===== src/hdl/ljpi_pkg.sv =====
// shared constants, types and register codes for the lennard-jones pair impulse block
`default_nettype none
package ljpi_pkg;

   localparam int POS_W       = 24;
   localparam int D_W         = POS_W + 1;
   localparam int MAG_W       = POS_W;
   localparam int SQ_W        = 2 * MAG_W;
   localparam int SUM_W       = SQ_W + 2;
   localparam int FRAC_W      = 16;
   localparam int R_W         = SUM_W - FRAC_W;
   localparam int CUT_W       = 32;
   localparam int DT_W        = 16;
   localparam int WIDE_W      = 64;
   localparam int HALF_W      = WIDE_W / 2;
   localparam int PP_W        = HALF_W + MAG_W;
   localparam int MAGI_W      = PP_W + 1;
   localparam int IMP_W       = 32;
   localparam int CSR_DATA_W  = 32;
   localparam int U7_LIMIT_BIT = 57;

   localparam int DISP_STAGES = 3;
   localparam int DIV_STAGES  = 49;
   localparam int Q_W         = DIV_STAGES;
   localparam int QMUL_STAGES = 2;
   localparam int IMP_STAGES  = 4;
   localparam int SIDE_DELAY  = DIV_STAGES + 3 * QMUL_STAGES;
   localparam int LATENCY     = DISP_STAGES + SIDE_DELAY + IMP_STAGES;

   localparam logic [WIDE_W-1:0] FORCE_A = WIDE_W'(24);
   localparam logic [WIDE_W-1:0] FORCE_B = WIDE_W'(48);

   localparam logic [POS_W-1:0] BOX_LENGTH_RESET      = POS_W'(1966080);
   localparam logic [CUT_W-1:0] CUTOFF_SAME_RESET     = CUT_W'(409600);
   localparam logic [CUT_W-1:0] CUTOFF_CROSS_RESET    = CUT_W'(82570);
   localparam logic [DT_W-1:0]  TIME_STEP_RESET       = DT_W'(328);

   typedef enum logic [1:0] {
      CSR_BOX_LENGTH,
      CSR_CUTOFF_SAME,
      CSR_CUTOFF_CROSS,
      CSR_TIME_STEP
   } csr_index_type;

   typedef struct packed {
      logic [2:0][MAG_W-1:0] dm;
      logic [2:0]            dneg;
      logic                  in_cut;
      logic                  zero;
   } pair_side_type;

endpackage
`default_nettype wire


===== src/hdl/ljpi_disp.sv =====
// minimum-image displacement, squared distance and cutoff test, three stages
`default_nettype none
module ljpi_disp (
   input  logic                                        clock,
   input  logic                                        en,
   input  logic [2:0][ljpi_pkg::POS_W-1:0]             first_pos,
   input  logic [2:0][ljpi_pkg::POS_W-1:0]             second_pos,
   input  logic                                        same_type,
   input  logic [ljpi_pkg::POS_W-1:0]                  box_length,
   input  logic [ljpi_pkg::CUT_W-1:0]                  cutoff_same_sq,
   input  logic [ljpi_pkg::CUT_W-1:0]                  cutoff_cross_sq,
   output logic [ljpi_pkg::CUT_W-1:0]                  r_sq,
   output ljpi_pkg::pair_side_type                     side
);
   import ljpi_pkg::*;

   logic signed [D_W-1:0] diff [3];
   logic signed [D_W+1:0] twice [3];
   logic signed [D_W+1:0] len;
   logic signed [D_W-1:0] len_d;
   logic signed [D_W-1:0] d_in [3];
   logic signed [D_W-1:0] d_ff [3];
   logic [CUT_W-1:0]      cut_a_ff;
   logic [D_W-1:0]        negd [3];
   logic [MAG_W-1:0]      dm_in [3];
   logic [MAG_W-1:0]      dm_ff [3];
   logic [2:0]            dneg_ff;
   logic [SQ_W-1:0]       sq_in [3];
   logic [SQ_W-1:0]       sq_ff [3];
   logic [CUT_W-1:0]      cut_b_ff;
   logic [SUM_W-1:0]      s_sum;
   logic [R_W-1:0]        rr;
   logic [CUT_W-1:0]      r_ff;
   pair_side_type         side_in;
   pair_side_type         side_ff;

   assign len   = $signed({3'b000, box_length});
   assign len_d = $signed({1'b0, box_length});

   always_comb begin
      for (int k = 0; k < 3; k++) begin
         diff[k]  = $signed({1'b0, second_pos[k]}) - $signed({1'b0, first_pos[k]});
         twice[k] = $signed({diff[k][D_W-1], diff[k], 1'b0});
         if (twice[k] < -len) begin
            d_in[k] = diff[k] + len_d;
         end else if (twice[k] > len) begin
            d_in[k] = diff[k] - len_d;
         end else begin
            d_in[k] = diff[k];
         end
      end
   end

   always_ff @(posedge clock) begin
      if (en) begin
         for (int k = 0; k < 3; k++) begin
            d_ff[k] <= d_in[k];
         end
         cut_a_ff <= same_type ? cutoff_same_sq : cutoff_cross_sq;
      end
   end

   always_comb begin
      for (int k = 0; k < 3; k++) begin
         negd[k]  = -d_ff[k];
         dm_in[k] = d_ff[k][D_W-1] ? negd[k][MAG_W-1:0] : d_ff[k][MAG_W-1:0];
         sq_in[k] = SQ_W'(dm_in[k]) * SQ_W'(dm_in[k]);
      end
   end

   always_ff @(posedge clock) begin
      if (en) begin
         for (int k = 0; k < 3; k++) begin
            dm_ff[k]   <= dm_in[k];
            dneg_ff[k] <= d_ff[k][D_W-1];
            sq_ff[k]   <= sq_in[k];
         end
         cut_b_ff <= cut_a_ff;
      end
   end

   always_comb begin
      s_sum = SUM_W'(sq_ff[0]) + SUM_W'(sq_ff[1]) + SUM_W'(sq_ff[2]);
      rr    = s_sum[SUM_W-1:FRAC_W];
      for (int k = 0; k < 3; k++) begin
         side_in.dm[k] = dm_ff[k];
      end
      side_in.dneg   = dneg_ff;
      side_in.in_cut = rr <= R_W'(cut_b_ff);
      side_in.zero   = rr == '0;
   end

   always_ff @(posedge clock) begin
      if (en) begin
         r_ff    <= rr[CUT_W-1:0];
         side_ff <= side_in;
      end
   end

   assign r_sq = r_ff;
   assign side = side_ff;

endmodule
`default_nettype wire


===== config.mk =====
export PLATFORM = sky130hd
export DESIGN_NAME = ljpi_disp
export DESIGN_NICKNAME = d
export VERILOG_FILES = /design/src/hdl/ljpi_pkg.sv /design/src/hdl/ljpi_disp.sv
export SDC_FILE = /design/constraint.sdc
export NUM_CORES = 2
export LEC_CHECK = 0
export ABC_CLOCK_PERIOD_IN_PS = 9700
export BUFFER_PORTS_ARGS = -buffer_cell sky130_fd_sc_hd__buf_2
export CAP_MARGIN = 20
export CORE_AREA = 2 2 485 487
export CTS_CLUSTER_DIAMETER = 150
export DETAILED_ROUTE_END_ITERATION = 7
export DIE_AREA = 0 0 487 489
export GPL_TIMING_DRIVEN = 1
export HOLD_SLACK_MARGIN = 0.08
export PLACE_DENSITY = 0.62
export SLEW_MARGIN = 40
export SYNTH_ARGS = -nofsm -noshare
export SYNTH_HDL_FRONTEND = slang
export SYNTH_SLANG_ARGS = --single-unit

===== constraint.sdc =====
create_clock -name clock -period 9.7 [get_ports clock]
set_input_delay 0.485 -clock clock [delete_from_list [all_inputs] [get_ports clock]]
set_output_delay 0.485 -clock clock [all_outputs]
set_load 0.02 [all_outputs]

==> impl_metrics.ini <==
[yosys]
synth_seq_area_share_pct = 17.1
ys_seq_elements = 461
ys_async_sr_fraction_pct = 0
yosysTopAreaCellShare_pct = 32.8
synth_area_leaders = fa_1 (33%), edfxtp_1 (17%), ha_1 (15%), inv_1 (9.1%), nor2_1 (3.2%)
ys.flop_type = edfxtp_1
ys_types = 104
syn_nets = 10993
synth-edff-count = 461
synth_top_area_cell = fa_1
syn_inst = 8477
ys_warn_count = 0
syn_avg_cell_area_um2 = 9.56
syn_area_mm2 = 0.0811

[final_layout]
layout-drive-gt1-share_pct = 9.06
fin_nets = 11458
area_delta_synth_final_pct = 11.1

[critical_path]
worst-path-buf-inv = 9
crit_family = adder cells
slowest_delay_ns = 0.60
critical_path_arrival_ns = 9.73
critical_path_class = flop to flop
critPathMaxFanout = 9
critical-path-slowest-cell = or4_1
required_ns = 10.14
cp-end-kind = flop
path_common_cell = fa_1
crit_path_start_kind = flop

[drt]
wl_um = 256000
routed-via-count = 62032
routed.top_layer = met5
routedWlPerCell_um = 21.3
dr.pass1.iters = 6
met3_length_um = 18900
dr_wl_met2_um = 117000
vias_per_cell = 5.15
drt_iter0_markers = 4560
ant_nets = 0
m1WireLength_um = 108000
drc = 0

[min_path]
hp-class = input pin to flop

[clocking]
cts_tree = built
cts-root-buf = clkbuf_16
clkTransAtPathRegs_ns = 0.06
cts_buffer_depth = 3
cts_setup_buffers = 0
clock_latency_ns = 0.70
numCtsBuffers = 54
cts-htree-levels = 2
cts.sinks = 461

[timing]
finalHoldViolCount = 0
relSlewSlack_pct = 37.4
holdWs_ns = 0.129
setup_viol = 0
final.min_clock_period_ns = 9.29
fmax_ghz = 0.108
tns_ns = 0
worst_pin_slew_ns = 0.930
slew_viol_final = 0
fin_crit_sh_pct = 95.7
rsz0062_at_grt = no
fin_worst_skew_ns = 0.0585

[floorplanning]
start_util_pct = 34.7
fp.coreArea_mm2 = 0.234
io_pins = 344
die_x_um = 487
die_area_mm2 = 0.238
fp.dieH_um = 489
num_rows = 178

[global_route]
grt_overflow = 0
grt_antenna_before_repair = 15
grt_pass1_wl_um = 391000
grtUsageTotal_pct = 21.5
grt_pass1_vias = 65858
grt_max_degree = 76

[placement]
io_buffers = 343
dpl.hpwl_um = 212000
place_congestion = 0.960

[outcome]
outcome = completed

[run]
cap_violations = 0
cell usage after synthesis, drive strengths merged, types with 11 or more instances:
cell / number
o21ai: 207
o31a: 28
fa: 1330
ha: 951
mux2: 34
a21boi: 13
a221o: 24
o21a: 74
buf: 28
clkinv: 18
nand3: 75
nor2b: 52
nor2: 694
or2: 16
o21bai: 56
o2111ai: 11
edfxtp: 461
a22o: 17
a22oi: 14
a211o: 16
a221oi: 16
and2: 21
o41ai: 15
o22ai: 34
or3: 32
inv: 1975
and3: 28
nor3: 89
xnor2: 214
a211oi: 36
clkbuf: 169
nand2: 642
o31ai: 26
a21o: 199
or4: 14
a21oi: 400
xor2: 107
o221ai: 21
nand4: 50
nand3b: 12
a2111oi: 15
a31oi: 36
nand2b: 51
o211ai: 30
nor4: 19
state kept, by name (all words and copies together), names as in the netlist:
signal / flops
sq_ff: 141
side: 77
d_ff: 75
dm_ff: 69
cut_a_ff: 32
cut_b_ff: 32
r_sq: 32
dneg_ff: 3
repair_timing:
item                       in CTS  in global routing
setup endpoints to repair       0                  7
hold buffers                   27                  0
hold endpoints to repair       15                  0
gates resized for setup         0                  8
cell families after synthesis:
logic type / after synthesis / synth area share, %
AO/OA/AOI/OAI: 1361 / 11.3
XOR/XNOR: 321 / 3.54
adder cells (fa/ha/maj): 2281 / 47.5
buffers and inverters: 2190 / 10.2
flip-flops: 461 / 17.1
multiplexers: 44 / 0.596
other: 1 / 0.00463
AND/OR/NAND/NOR: 1818 / 9.80
cells in the final DEF, fill, tap and decap left out, drive strengths merged, types with 199 or more instances in the layout:
master / n
inv: 1978
fa: 1330
ha: 951
nor2: 694
nand2: 642
buf: 579
edfxtp: 461
a21oi: 400
xnor2: 214
o21ai: 207
a21o: 199
final cells by class:
cell class | count | area (um^2)
diodes | 1 | 2.50
clock buffers | 62 | 1380
clock inverters | 34 | 378
fillers | 23101 | 144000
inverters | 1993 | 7480
multi-input cells | 5826 | 59300
flip-flops and latches | 461 | 13800
well taps | 3060 | 3830
repair buffers | 606 | 3810
layer usage:
metal / GRT usage (%) / vias up
met1: 28.5 / 30869
met3: 3.07 / 509
met5: 0 / -
li1: - / 28155
met2: 35.1 / 2493
met4: 8.83 / 6
metrics by stage:
| step | cells | instance area, um^2 | utilization (%) | setup slack (ns) |
|---|---|---|---|---|
| 6_report | 12043 | 90000 | 38.5 | 0.414 |
| 3_5_place_dp | 11918 | 87900 | 37.6 | 0.344 |
| 2_1_floorplan | 8477 | 81100 | - | 0.578 |
| 4_1_cts | 12041 | 90000 | 38.5 | 0.404 |
| 3_3_place_gp | 11918 | 87800 | 37.6 | 0.412 |
| 5_1_grt | 12043 | 90000 | 38.5 | 0.0252 |
final timing paths:
kind | from | to | slack, ns | cells past startpoint
worst max-delay path | d_ff[0][31] | sq_ff[0][95] | 0.41 | 32
worst min-delay path | cutoff_cross_sq[12] | cut_a_ff[12] | 0.13 | 2
worst max register to register | d_ff[0][31] | sq_ff[0][95] | 0.41 | 32
worst min register to register | dm_ff[0][5] | side[10] | 0.41 | 0
Power is left out: the tool's default activity adds up to more than one toggle a clock period on the data nets, which glitch-free logic cannot reach.
